$ cat src/rtl/core/assert_macros.svh
// ---------------------------------------------------------------------------
// Assertion macros
// Shared forms for the concurrent checks of the quantizer core.
// ---------------------------------------------------------------------------
`ifndef ASSERT_MACROS_SVH
`define ASSERT_MACROS_SVH

// same-cycle implication, clocked on aclk, off while in reset
`define CQD_ASSERT_NOW(lbl, ante, cons, msg) \
    lbl: assert property (@(posedge aclk) disable iff (!aresetn) (ante) |-> (cons)) \
        else $error(msg);

// next-cycle implication, clocked on aclk, off while in reset
`define CQD_ASSERT_NEXT(lbl, ante, cons, msg) \
    lbl: assert property (@(posedge aclk) disable iff (!aresetn) (ante) |=> (cons)) \
        else $error(msg);

`endif

$ cat src/rtl/core/cqd_pkg.sv
// ---------------------------------------------------------------------------
// cqd_pkg
// Widths, codes and shared types of the coefficient quantizer core.
// ---------------------------------------------------------------------------
package cqd_pkg;

    localparam int COEF_W     = 16;
    localparam int WEIGHT_W   = 20;
    localparam int MAG_W      = COEF_W + 1;
    localparam int RES_W      = 16;
    localparam int CNT_W      = 11;
    localparam int MODE_W     = 2;
    localparam int SCALE_W    = 16;
    localparam int SHIFT_W    = 5;
    localparam int ROUND_W    = 31;

    localparam int CFG_IDX_W  = 2;
    localparam int CFG_DATA_W = 32;
    localparam int S_TDATA_W  = 40;
    localparam int M_TDATA_W  = 32;

    localparam int MAX_COEFFS_DEF  = 1024;
    localparam int QUEUE_DEPTH_DEF = 4;
    localparam int CNT_LIMIT       = 2047;

    localparam int WQ_ROUND_BIT = 18;
    localparam int WQ_SHIFT     = 19;

    localparam logic [MODE_W-1:0] MODE_QUANT   = 2'd0;
    localparam logic [MODE_W-1:0] MODE_WQUANT  = 2'd1;

    localparam logic [CFG_IDX_W-1:0] CFG_MODE     = 2'd0;
    localparam logic [CFG_IDX_W-1:0] CFG_SCALE    = 2'd1;
    localparam logic [CFG_IDX_W-1:0] CFG_SHIFT    = 2'd2;
    localparam logic [CFG_IDX_W-1:0] CFG_ROUNDING = 2'd3;

    localparam logic [MODE_W-1:0]  MODE_RST     = MODE_QUANT;
    localparam logic [SCALE_W-1:0] SCALE_RST    = 16'd32768;
    localparam logic [SHIFT_W-1:0] SHIFT_RST    = 5'd15;
    localparam logic [ROUND_W-1:0] ROUNDING_RST = '0;

    typedef enum logic [1:0] {
        OP_QUANT,
        OP_WQUANT,
        OP_DEQUANT
    } op_t;

    typedef struct packed {
        op_t                 op;
        logic                neg;
        logic [MAG_W-1:0]    mag;
        logic [WEIGHT_W-1:0] weight;
        logic                last;
    } item_t;

    typedef struct packed {
        logic full;
        logic empty;
    } q_status_t;

    typedef struct packed {
        logic [SCALE_W-1:0] scale;
        logic [SHIFT_W-1:0] shift;
        logic [ROUND_W-1:0] rounding;
    } arith_cfg_t;

endpackage

$ cat src/rtl/core/cqd_front.sv
// ---------------------------------------------------------------------------
// cqd_front
// Input register: takes items, splits sign and magnitude, decodes the mode.
// ---------------------------------------------------------------------------
module cqd_front import cqd_pkg::*; (
    input  logic                  aclk,
    input  logic                  aresetn,
    input  logic                  s_tvalid,
    output logic                  s_tready,
    input  logic [S_TDATA_W-1:0]  s_tdata,    // coefficient, weight, zero pad
    input  logic                  s_tlast,
    input  logic [MODE_W-1:0]     mode,
    input  q_status_t             q_status,
    output logic                  push,
    output item_t                 push_item
);

    logic                hold_valid_reg, hold_valid_next;
    item_t               hold_item_reg;
    item_t               item_in;
    logic [COEF_W-1:0]   coef;
    logic [MAG_W-1:0]    coef_ext;
    logic                take;

    assign coef     = s_tdata[COEF_W-1:0];
    assign coef_ext = {coef[COEF_W-1], coef};

    always_comb begin
        item_in.neg    = coef[COEF_W-1];
        item_in.mag    = coef[COEF_W-1] ? (~coef_ext + MAG_W'(1)) : coef_ext;
        item_in.weight = s_tdata[COEF_W +: WEIGHT_W];
        item_in.last   = s_tlast;
        unique case (mode)
            MODE_QUANT:  item_in.op = OP_QUANT;
            MODE_WQUANT: item_in.op = OP_WQUANT;
            default:     item_in.op = OP_DEQUANT;
        endcase
    end

    assign s_tready  = !hold_valid_reg || !q_status.full;
    assign take      = s_tvalid && s_tready;
    assign push      = hold_valid_reg && !q_status.full;
    assign push_item = hold_item_reg;

    always_comb begin
        hold_valid_next = hold_valid_reg;
        if (take) begin
            hold_valid_next = 1'b1;
        end else if (push) begin
            hold_valid_next = 1'b0;
        end
    end

    always_ff @(posedge aclk) begin
        if (!aresetn) begin
            hold_valid_reg <= 1'b0;
        end else begin
            hold_valid_reg <= hold_valid_next;
        end
        if (take) begin
            hold_item_reg <= item_in;
        end
    end

endmodule

$ cat src/rtl/core/cqd_queue.sv
// ---------------------------------------------------------------------------
// cqd_queue
// Short first-in first-out queue between the front and the arithmetic.
// ---------------------------------------------------------------------------
module cqd_queue import cqd_pkg::*; #(
    parameter int DEPTH = QUEUE_DEPTH_DEF
) (
    input  logic      aclk,
    input  logic      aresetn,
    input  logic      push,
    input  item_t     push_item,
    input  logic      pop,
    output item_t     pop_item,
    output q_status_t q_status
);

    localparam int PTR_W = $clog2(DEPTH);
    localparam int FILL_W = $clog2(DEPTH + 1);
    localparam logic [PTR_W-1:0] PTR_LAST = PTR_W'(DEPTH - 1);
    localparam logic [FILL_W-1:0] FILL_FULL = FILL_W'(DEPTH);

    item_t               slot_reg [DEPTH];
    logic [PTR_W-1:0]    wr_ptr_reg, wr_ptr_next;
    logic [PTR_W-1:0]    rd_ptr_reg, rd_ptr_next;
    logic [FILL_W-1:0]   fill_reg, fill_next;

    assign q_status.full  = (fill_reg == FILL_FULL);
    assign q_status.empty = (fill_reg == '0);
    assign pop_item       = slot_reg[rd_ptr_reg];

    always_comb begin
        wr_ptr_next = wr_ptr_reg;
        rd_ptr_next = rd_ptr_reg;
        fill_next   = fill_reg;
        if (push) begin
            wr_ptr_next = (wr_ptr_reg == PTR_LAST) ? '0 : wr_ptr_reg + PTR_W'(1);
        end
        if (pop) begin
            rd_ptr_next = (rd_ptr_reg == PTR_LAST) ? '0 : rd_ptr_reg + PTR_W'(1);
        end
        if (push && !pop) begin
            fill_next = fill_reg + FILL_W'(1);
        end else if (pop && !push) begin
            fill_next = fill_reg - FILL_W'(1);
        end
    end

    always_ff @(posedge aclk) begin
        if (!aresetn) begin
            wr_ptr_reg <= '0;
            rd_ptr_reg <= '0;
            fill_reg   <= '0;
        end else begin
            wr_ptr_reg <= wr_ptr_next;
            rd_ptr_reg <= rd_ptr_next;
            fill_reg   <= fill_next;
        end
        if (push) begin
            slot_reg[wr_ptr_reg] <= push_item;
        end
    end

endmodule

$ cat src/rtl/core/cqd_back.sv
// ---------------------------------------------------------------------------
// cqd_back
// Arithmetic pipeline: weight, scale, round, shift, saturate, count nonzeros.
// ---------------------------------------------------------------------------
module cqd_back import cqd_pkg::*; #(
    parameter int MAX_COEFFS = MAX_COEFFS_DEF
) (
    input  logic                  aclk,
    input  logic                  aresetn,
    input  arith_cfg_t            cfg,
    input  q_status_t             q_status,
    input  item_t                 pop_item,
    output logic                  pop,
    output logic                  m_tvalid,
    input  logic                  m_tready,
    output logic [M_TDATA_W-1:0]  m_tdata,    // result, nonzero_count, zero pad
    output logic                  m_tlast
);

    localparam int CAP = (MAX_COEFFS < CNT_LIMIT) ? MAX_COEFFS : CNT_LIMIT;
    localparam logic [CNT_W-1:0] CAP_C = CNT_W'(CAP);
    localparam int P1_W  = MAG_W + WEIGHT_W;
    localparam int P3_W  = MAG_W + SCALE_W;
    localparam int ACC_W = P3_W + 2;
    localparam logic [P1_W-1:0] WQ_ADD = P1_W'(1) << WQ_ROUND_BIT;
    localparam logic signed [ACC_W-1:0] Q_MAX = ACC_W'(32768);
    localparam logic signed [ACC_W-1:0] R_MAX = ACC_W'(32767);
    localparam logic signed [ACC_W-1:0] R_MIN = -ACC_W'(32768);

    typedef struct packed {
        op_t  op;
        logic neg;
        logic last;
    } tag_t;

    logic                      advance;
    logic                      v1_reg, v2_reg, v3_reg, v4_reg, out_valid_reg;
    tag_t                      t1_reg, t2_reg, t3_reg, t4_reg;
    logic [P1_W-1:0]           p1_reg, p1_next;
    logic [P3_W-1:0]           x2_reg, x2_next;
    logic [P3_W-1:0]           p3_reg, p3_next;
    logic signed [ACC_W-1:0]   acc_reg, acc_next;
    logic [RES_W-1:0]          res_reg, res_next;
    logic [CNT_W-1:0]          cnt_reg, cnt_next;
    logic                      last_reg;
    logic [CNT_W-1:0]          run_reg, run_next;
    logic [WEIGHT_W-1:0]       mulb;
    logic signed [ACC_W-1:0]   mag_s, add_s, sh, qm, rv;

    assign advance = !out_valid_reg || m_tready;
    assign pop     = advance && !q_status.empty;

    // weight or scale product
    always_comb begin
        mulb    = (pop_item.op == OP_WQUANT) ? pop_item.weight : WEIGHT_W'(cfg.scale);
        p1_next = P1_W'(pop_item.mag) * P1_W'(mulb);
    end

    // weighted magnitude, rounded
    always_comb begin
        if (t1_reg.op == OP_WQUANT) begin
            x2_next = P3_W'((p1_reg + WQ_ADD) >> WQ_SHIFT);
        end else begin
            x2_next = p1_reg[P3_W-1:0];
        end
    end

    // second scale for the weighted path
    always_comb begin
        if (t2_reg.op == OP_WQUANT) begin
            p3_next = P3_W'(x2_reg[MAG_W-1:0]) * P3_W'(cfg.scale);
        end else begin
            p3_next = x2_reg;
        end
    end

    // rounding offset
    always_comb begin
        mag_s = $signed({2'b00, p3_reg});
        if (t3_reg.op == OP_DEQUANT) begin
            add_s    = (cfg.shift == '0) ? '0 : (ACC_W'(1) << (cfg.shift - SHIFT_W'(1)));
            acc_next = (t3_reg.neg ? -mag_s : mag_s) + add_s;
        end else begin
            add_s    = $signed(ACC_W'(cfg.rounding));
            acc_next = mag_s + add_s;
        end
    end

    // shift, saturate, count
    always_comb begin
        sh = acc_reg >>> cfg.shift;
        qm = (sh > Q_MAX) ? Q_MAX : sh;
        if (t4_reg.op == OP_DEQUANT) begin
            rv = sh;
        end else begin
            rv = t4_reg.neg ? -qm : qm;
        end
        priority if (rv > R_MAX) begin
            res_next = RES_W'(R_MAX);
        end else if (rv < R_MIN) begin
            res_next = RES_W'(R_MIN);
        end else begin
            res_next = rv[RES_W-1:0];
        end
        cnt_next = ((res_next != '0) && (run_reg < CAP_C)) ? run_reg + CNT_W'(1) : run_reg;
        run_next = t4_reg.last ? '0 : cnt_next;
    end

    always_ff @(posedge aclk) begin
        if (!aresetn) begin
            v1_reg        <= 1'b0;
            v2_reg        <= 1'b0;
            v3_reg        <= 1'b0;
            v4_reg        <= 1'b0;
            out_valid_reg <= 1'b0;
            run_reg       <= '0;
        end else if (advance) begin
            v1_reg        <= !q_status.empty;
            v2_reg        <= v1_reg;
            v3_reg        <= v2_reg;
            v4_reg        <= v3_reg;
            out_valid_reg <= v4_reg;
            if (v4_reg) begin
                run_reg <= run_next;
            end
        end
        if (advance) begin
            t1_reg   <= '{op: pop_item.op, neg: pop_item.neg, last: pop_item.last};
            p1_reg   <= p1_next;
            t2_reg   <= t1_reg;
            x2_reg   <= x2_next;
            t3_reg   <= t2_reg;
            p3_reg   <= p3_next;
            t4_reg   <= t3_reg;
            acc_reg  <= acc_next;
            res_reg  <= res_next;
            cnt_reg  <= cnt_next;
            last_reg <= t4_reg.last;
        end
    end

    assign m_tvalid = out_valid_reg;
    assign m_tlast  = last_reg;
    assign m_tdata  = {(M_TDATA_W - RES_W - CNT_W)'(0), cnt_reg, res_reg};

endmodule

$ cat src/rtl/core/coefficient_quantizer_dequantizer.sv
// ---------------------------------------------------------------------------
// coefficient_quantizer_dequantizer
// Streaming quantizer and dequantizer for transform coefficients.
// ---------------------------------------------------------------------------
// Takes one coefficient per clock and gives one result per clock while the
// output side keeps m_tready high. An item passes an input register, a queue
// of QUEUE_DEPTH entries and a five-stage arithmetic pipeline (weight product,
// weight rounding, scale product, rounding add, shift and saturate). The
// pipeline advances as a whole: a stalled output holds it, the queue then
// fills and s_tready falls. Change the registers only while no item is in flight.
`include "assert_macros.svh"

module coefficient_quantizer_dequantizer import cqd_pkg::*; #(
    parameter int MAX_COEFFS  = MAX_COEFFS_DEF,
    parameter int QUEUE_DEPTH = QUEUE_DEPTH_DEF
) (
    input  logic                   aclk,
    input  logic                   aresetn,
    input  logic                   s_tvalid,
    output logic                   s_tready,
    input  logic [S_TDATA_W-1:0]   s_tdata,    // coefficient[15:0], weight[35:16]
    input  logic                   s_tlast,
    output logic                   m_tvalid,
    input  logic                   m_tready,
    output logic [M_TDATA_W-1:0]   m_tdata,    // result[15:0], nonzero_count[26:16]
    output logic                   m_tlast,
    input  logic                   cfg_valid,
    output logic                   cfg_ready,
    input  logic [CFG_IDX_W-1:0]   cfg_index,
    input  logic [CFG_DATA_W-1:0]  cfg_data
);

    localparam int CAP = (MAX_COEFFS < CNT_LIMIT) ? MAX_COEFFS : CNT_LIMIT;

    logic [MODE_W-1:0]  mode_reg;
    logic [SCALE_W-1:0] scale_reg;
    logic [SHIFT_W-1:0] shift_reg;
    logic [ROUND_W-1:0] rounding_reg;
    arith_cfg_t         arith_cfg;
    q_status_t          q_status;
    logic               push, pop;
    item_t              push_item, pop_item;
    logic [RES_W-1:0]   out_level;
    logic [CNT_W-1:0]   out_count;

    assign cfg_ready = 1'b1;

    always_ff @(posedge aclk) begin
        if (!aresetn) begin
            mode_reg     <= MODE_RST;
            scale_reg    <= SCALE_RST;
            shift_reg    <= SHIFT_RST;
            rounding_reg <= ROUNDING_RST;
        end else if (cfg_valid) begin
            unique case (cfg_index)
                CFG_MODE:     mode_reg     <= cfg_data[MODE_W-1:0];
                CFG_SCALE:    scale_reg    <= cfg_data[SCALE_W-1:0];
                CFG_SHIFT:    shift_reg    <= cfg_data[SHIFT_W-1:0];
                CFG_ROUNDING: rounding_reg <= cfg_data[ROUND_W-1:0];
                default:      mode_reg     <= mode_reg;
            endcase
        end
    end

    assign arith_cfg = '{scale: scale_reg, shift: shift_reg, rounding: rounding_reg};

    cqd_front u_front (
        .aclk      (aclk),
        .aresetn   (aresetn),
        .s_tvalid  (s_tvalid),
        .s_tready  (s_tready),
        .s_tdata   (s_tdata),
        .s_tlast   (s_tlast),
        .mode      (mode_reg),
        .q_status  (q_status),
        .push      (push),
        .push_item (push_item)
    );

    cqd_queue #(
        .DEPTH (QUEUE_DEPTH)
    ) u_queue (
        .aclk      (aclk),
        .aresetn   (aresetn),
        .push      (push),
        .push_item (push_item),
        .pop       (pop),
        .pop_item  (pop_item),
        .q_status  (q_status)
    );

    cqd_back #(
        .MAX_COEFFS (MAX_COEFFS)
    ) u_back (
        .aclk      (aclk),
        .aresetn   (aresetn),
        .cfg       (arith_cfg),
        .q_status  (q_status),
        .pop_item  (pop_item),
        .pop       (pop),
        .m_tvalid  (m_tvalid),
        .m_tready  (m_tready),
        .m_tdata   (m_tdata),
        .m_tlast   (m_tlast)
    );

    assign out_level = m_tdata[RES_W-1:0];
    assign out_count = m_tdata[RES_W +: CNT_W];

    `CQD_ASSERT_NOW(a_count_cap, m_tvalid, out_count <= CNT_W'(CAP), "count above cap")
    `CQD_ASSERT_NOW(a_nonzero_counted, m_tvalid && (out_level != '0), out_count != '0,
                    "nonzero result not counted")
    `CQD_ASSERT_NEXT(a_count_restart, m_tvalid && m_tready && m_tlast,
                     !m_tvalid || (out_count <= CNT_W'(1)), "count not restarted after last")

endmodule

$ cat config.mk
export PLATFORM = sky130hd
export DESIGN_NAME = coefficient_quantizer_dequantizer
export DESIGN_NICKNAME = d
export VERILOG_FILES = /design/src/rtl/core/cqd_pkg.sv /design/src/rtl/core/cqd_front.sv /design/src/rtl/core/cqd_queue.sv /design/src/rtl/core/cqd_back.sv /design/src/rtl/core/coefficient_quantizer_dequantizer.sv
export VERILOG_INCLUDE_DIRS = /design/src /design/src/rtl/core
export SDC_FILE = /design/constraint.sdc
export NUM_CORES = 2
export LEC_CHECK = 0
export BUFFER_PORTS_ARGS = -buffer_cell sky130_fd_sc_hd__buf_4
export CORE_ASPECT_RATIO = 2
export CORE_MARGIN = 3
export CORE_UTILIZATION = 50
export DETAILED_ROUTE_END_ITERATION = 8
export MAX_ROUTING_LAYER = met4
export PLACE_DENSITY = 0.66
export SKIP_LAST_GASP = 1
export SLEW_MARGIN = 20
export SYNTH_ARGS = -nofsm -noshare
export SYNTH_HDL_FRONTEND = slang
export SYNTH_HIERARCHICAL = 1
export SYNTH_SLANG_ARGS = --single-unit
$ cat constraint.sdc
create_clock -name aclk -period 11.65 [get_ports aclk]
set_clock_uncertainty 0.1 [all_clocks]
set_input_delay 1.165 -clock aclk [delete_from_list [all_inputs] [get_ports aclk]]
set_output_delay 1.165 -clock aclk [all_outputs]
set_load 0.005 [all_outputs]
# After elaboration in Yosys (flattened, before gate mapping)
# Memory sizes are Yosys's and may differ from the RTL's. A register that Yosys moved wholly into a read port is not among the register bits.
# Cells that the tools add are included.
word_totals:
  regBits: 301
  latch_bits: 0
  mem_bits_rw: 164
  rom_bits: 0
  input_bits: 80
  out_inout_bits: 36
  elab_cells: 125
  mem_count: 1
memory_table:
  columns: ["name", "depth", "width", "read_ports", "rd_ports_with_merged_regs", "wr", "line_no", "source"]
  rows:
  - ["u_queue.slot_reg", 4, 41, 1, 1, 1, "cqd_queue.sv:22", "item_t slot_reg [DEPTH];"]
classes:
  n_addsub: 12
  mul: 2
  div: 0
  order_cmp: 4
  eq_ne: 12
  shift: 2
  n_mux: 25
  bitwise_logic: 1
  reduce_logical: 26
op_table:
  columns: ["operator", "count"]
  rows:
  - ["two-way mux 35 bit", 6]
  - ["adder 37 x 19 -> 37 bit (second input constant)", 1]
  - ["multiplier 17 x 20 -> 37 bit", 1]
  - ["adder 35 bit", 1]
  - ["> comparator 35 x 16 -> 1 bit (second input constant)", 1]
  - ["> comparator 35 x 17 -> 1 bit (second input constant)", 1]
  - ["< comparator 35 x 16 -> 1 bit (second input constant)", 1]
  - ["negator 33 -> 35 bit", 1]
  - ["negator 35 bit", 1]
  - ["left shift 1 x 5 -> 35 bit (first input constant)", 1]
  - [">>> shifter 35 x 5 -> 35 bit", 1]
  - ["adder 33 x 31 -> 34 bit", 1]
  - ["multiplier 17 x 16 -> 33 bit", 1]
  - ["two-way mux 33 bit", 1]
  - ["two-way mux 16 bit", 2]
  - ["two-way mux 11 bit", 2]
  - ["two-way mux 20 bit", 1]
  - ["two-way mux 18 bit", 1]
  - ["adder 17 x 1 -> 17 bit (second input constant)", 1]
  - ["inverter 17 bit", 1]
  - ["nonzero test 16 bit", 1]
  - ["two-way mux 15 bit", 1]
  - ["== test 2 bit (second input constant)", 6]
  - ["adder 11 x 1 -> 11 bit (second input constant)", 1]
  - ["other kinds (19)", 48]

# Depth between registers and ports, before layout
depth:
  ltp_word: 13
  mapped_depth: 35
  depth_no_buf: 31

# Modules after synthesis
# Netlist, hierarchy kept.
modules_own_cells:
  columns: ["module", "instances", "cells_per_inst", "area_each_um2", "seq_area_each_um2"]
  rows:
  - ["cqd_back", 1, 3992, 35746.8, 5785.5]
  - ["cqd_queue", 1, 259, 6424.9, 5104.9]
  - ["coefficient_quantizer_dequantizer", 1, 223, 2194.6, 1081.0]
  - ["cqd_front", 1, 94, 1616.6, 1251.2]

# Least setup slack after synthesis
# Ideal clock, no wire load.
synth_timing:
  path_kind: "register -> register"
  startpoint: "reg (tool-made name)"
  endpoint: "reg u_back.p1_reg[36] (data pin)"
  setup_ns: 0.268
  arrival_ns: 8.444
  t_required_ns: 11.282
  path_slack_ns: 2.838
  path_stages_with_launch: 33
  n_path_buf: 5
  period_less_slack_ns: 8.812
  path_cell_list: "dfxtp_1 -> buf_6 -> buf_12 -> mux4_2 -> nor2b_1 -> clkbuf_1 -> clkbuf_1 -> mux2_2 -> clkbuf_1 -> nand2_1 -> fa_1 -> inv_1 -> fa_1 -> inv_1 -> fa_1 -> inv_1 -> fa_1 -> inv_1 -> fa_1 -> inv_1 -> fa_1 -> ha_1 -> or3_1 -> o31ai_1 -> o21ai_0 -> o211ai_1 -> o21ai_0 -> o41ai_1 -> o211ai_1 -> o41ai_1 -> o21ai_0 -> o41ai_1 -> xnor2_1"
synth_rtl:
  columns: ["element", "line_no", "source"]
  rows:
  - ["to (signal assigned)", "cqd_back.sv:129", "p1_reg <= p1_next;"]
  - ["to (decl)", "cqd_back.sv:39", "logic [P1_W-1:0] p1_reg, p1_next;"]

==> flow_metrics.env <==
export IMPL_outcome="completed"
export IMPL_core_mm2=0.0908
export IMPL_synthArstFlopShare_pct=0
export IMPL_ys_warn_count=6
export IMPL_grt_overflow_total=0
export IMPL_die_area_mm2=0.0959
export IMPL_num_vias=34600
export IMPL_cts_root_buffer="clkbuf_16"
export IMPL_ctsResizeCount=0
export IMPL_die_h_um=435
export IMPL_syn_area_per_cell_um2=10.1
export IMPL_yosys_top_cells_count="nand2_1, inv_1, fa_1"
export IMPL_drive_above_1_share_pct=9.44
export IMPL_grt_pass1_vias=36500
export IMPL_min_path_type="flip-flop to flip-flop"
export IMPL_cts_clk_slew_worst_paths_ps=70
export IMPL_tns_ps=0
export IMPL_drtIter0Drc=2268
export IMPL_wire_per_inst_um=25.2
export IMPL_yosysTopAreaCellShare_pct=25.3
export IMPL_drt_wl_total_um=145000
export IMPL_critPathKind="flip-flop to flip-flop"
export IMPL_end_kind="flip-flop"
export IMPL_vias_per_cell=6.01
export IMPL_cts_buffers=44
export IMPL_synth_seq_area_share_pct=28.8
export IMPL_slew_viol_final=0
export IMPL_cts_tree="yes"
export IMPL_pin_count=116
export IMPL_ys_ff_latch=467
export IMPL_worstPathMaxFanout=17
export IMPL_areaGrowthSynthToFinish_pct=6.88
export IMPL_grt_max_degree=87
export IMPL_required_ps=11870
export IMPL_cts_hold_buf=0
export IMPL_cp_start_kind="flip-flop"
export IMPL_place_area_mm2=0.0476
export IMPL_timing_hold_ws_ps=321
export IMPL_drt_pass1_iter_count=6
export IMPL_grt_usage_pct=31.8
export IMPL_drc=0
export IMPL_place_inst=5671
export IMPL_rsz0062_at_grt="no"
export IMPL_netlist_instances=4568
export IMPL_final_cells=5756
export IMPL_port_buffers=104
export IMPL_worstSkewPairLatency_ps=630
export IMPL_dp_hpwl_um=112000
export IMPL_htreeDepth=2
export IMPL_post_cts_buffers=0
export IMPL_fin_crit_sh_pct=86.9
export IMPL_setup_violations=0
export IMPL_nNetsFinal=5385
export IMPL_ys_flop_type="edfxtp_1"
export IMPL_synth_area_leader_cell="edfxtp_1"
export IMPL_gp_congestion=1.02
export IMPL_synth_cell_types=102
export IMPL_fin_crit_ps=10130
export IMPL_yosysMostFrequentCell="nand2_1"
export IMPL_fin_area_mm2=0.0491
export IMPL_timing_fmax_mhz=98.7
export IMPL_hold_violations=0
export IMPL_rows=156
export IMPL_start_util_pct=50.7
export IMPL_worst_slew_pin_slew_ps=1210
export IMPL_antenna_found_initial=4
export IMPL_clk_path_buf_depth=3
export IMPL_cp_arrival_ps=10350
export IMPL_synth_edff_count=387
export IMPL_relSlewSlack_pct=18.5
export IMPL_largest_reg_flops=164
export IMPL_grt_pass1_wl_um=218000
export IMPL_yosys_top_cells_area="edfxtp_1, fa_1, ha_1, nand2_1, inv_1"
export IMPL_syn_area_mm2=0.0460
export IMPL_postRouteAntennaNets=0
export IMPL_die_w_um=220
export IMPL_drv_cap=0
export IMPL_cts_sinks=467
[through the flow]
step	util (%)	setup slack, ps
floorplan	-	2840
global placement	52.4	1630
detailed placement	52.4	1590
CTS	54.1	1450
global route	54.1	747
finish	54.1	1520
[cell families (layout without fill, tap and decap cells)]
| logic type | Yosys count | count (layout) | share of synthesized area [%] |
|---|---|---|---|
| AO/OA/AOI/OAI | 619 | 619 | 8.89 |
| XOR/XNOR | 198 | 198 | 3.79 |
| adder cells (fa/ha/maj) | 772 | 772 | 28.8 |
| buffers and inverters | 809 | 802 | 7.13 |
| flip-flops | 467 | 467 | 28.8 |
| multiplexers | 217 | 217 | 6.91 |
| other | 3 | 13 | 0.0245 |
| AND/OR/NAND/NOR | 1483 | 1483 | 15.7 |
[layer usage]
layer / wire (µm) / global-route usage [%]
met3: 6920 / 5.22
met1: 42100 / 27.4
met4: 19400 / 32.2
met5: 0 / -
met2: 76500 / 55.5
[placed cells by master (no fill, tap or decap), drive strengths merged, types with 15 or more instances in the layout]
| cell | n |
|---|---|
| nor2 | 152 |
| nand3 | 79 |
| o41ai | 21 |
| o211ai | 24 |
| nor3 | 66 |
| edfxtp | 387 |
| mux4 | 75 |
| nor3b | 15 |
| nor4 | 15 |
| mux2 | 50 |
| or3 | 28 |
| clkbuf | 49 |
| inv | 571 |
| nor2b | 36 |
| and2 | 223 |
| a21oi | 136 |
| a31oi | 30 |
| nand4 | 17 |
| o21ai | 159 |
| dfxtp | 80 |
| o31ai | 28 |
| ha | 292 |
| clkinv | 16 |
| and3 | 55 |
| fa | 480 |
| o21a | 26 |
| xor2 | 78 |
| buf | 159 |
| xnor2 | 120 |
| nand2 | 699 |
| nand2b | 40 |
| mux2i | 92 |
| a211oi | 24 |
| a21o | 32 |
[layout make-up]
class	count	area, µm²
well taps	1185	1480
repair buffers	160	1210
multi-input cells	3296	29600
clock inverters	30	404
clock buffers	48	1130
fillers	8129	41600
diodes	6	15.0
flip-flops and latches	467	13200
inverters	564	2120
[worst max-delay path, stage by stage, from the launching register on]
cell       delay, ps
dfxtp_2          680
mux4_2           600
nor2b_2          760
mux2_2           640
nand2_1          150
fa_1             570
inv_1             60
fa_1             530
inv_1             50
fa_1             510
fa_1             550
inv_1             50
fa_1             500
fa_1             490
ha_1             380
nand3_1          110
a2111oi_0         80
o31ai_1          520
o21ai_0          270
o211ai_1         270
o21ai_0          170
o41ai_1          520
o211ai_1         240
o41ai_1          340
o21ai_0          180
o41ai_1          340
xnor2_1          140
[worst paths after layout]
check | depth (start not counted) | endpoint | startpoint | slack [ps]
hold / removal | 0 | u_back/t2_reg[1]$_DFFE_PN_ | u_back/t1_reg[1]$_DFFE_PN_ | 320
setup / recovery | 26 | u_back/p1_reg[36]$_DFFE_PN_ | flip-flop | 1520
hold reg to reg | 0 | u_back/t2_reg[1]$_DFFE_PN_ | u_back/t1_reg[1]$_DFFE_PN_ | 320
setup reg to reg | 26 | u_back/p1_reg[36]$_DFFE_PN_ | flip-flop | 1520
Power is not shown: default switching activity piles up to over one toggle a cycle in this logic, so the estimate is an artifact.
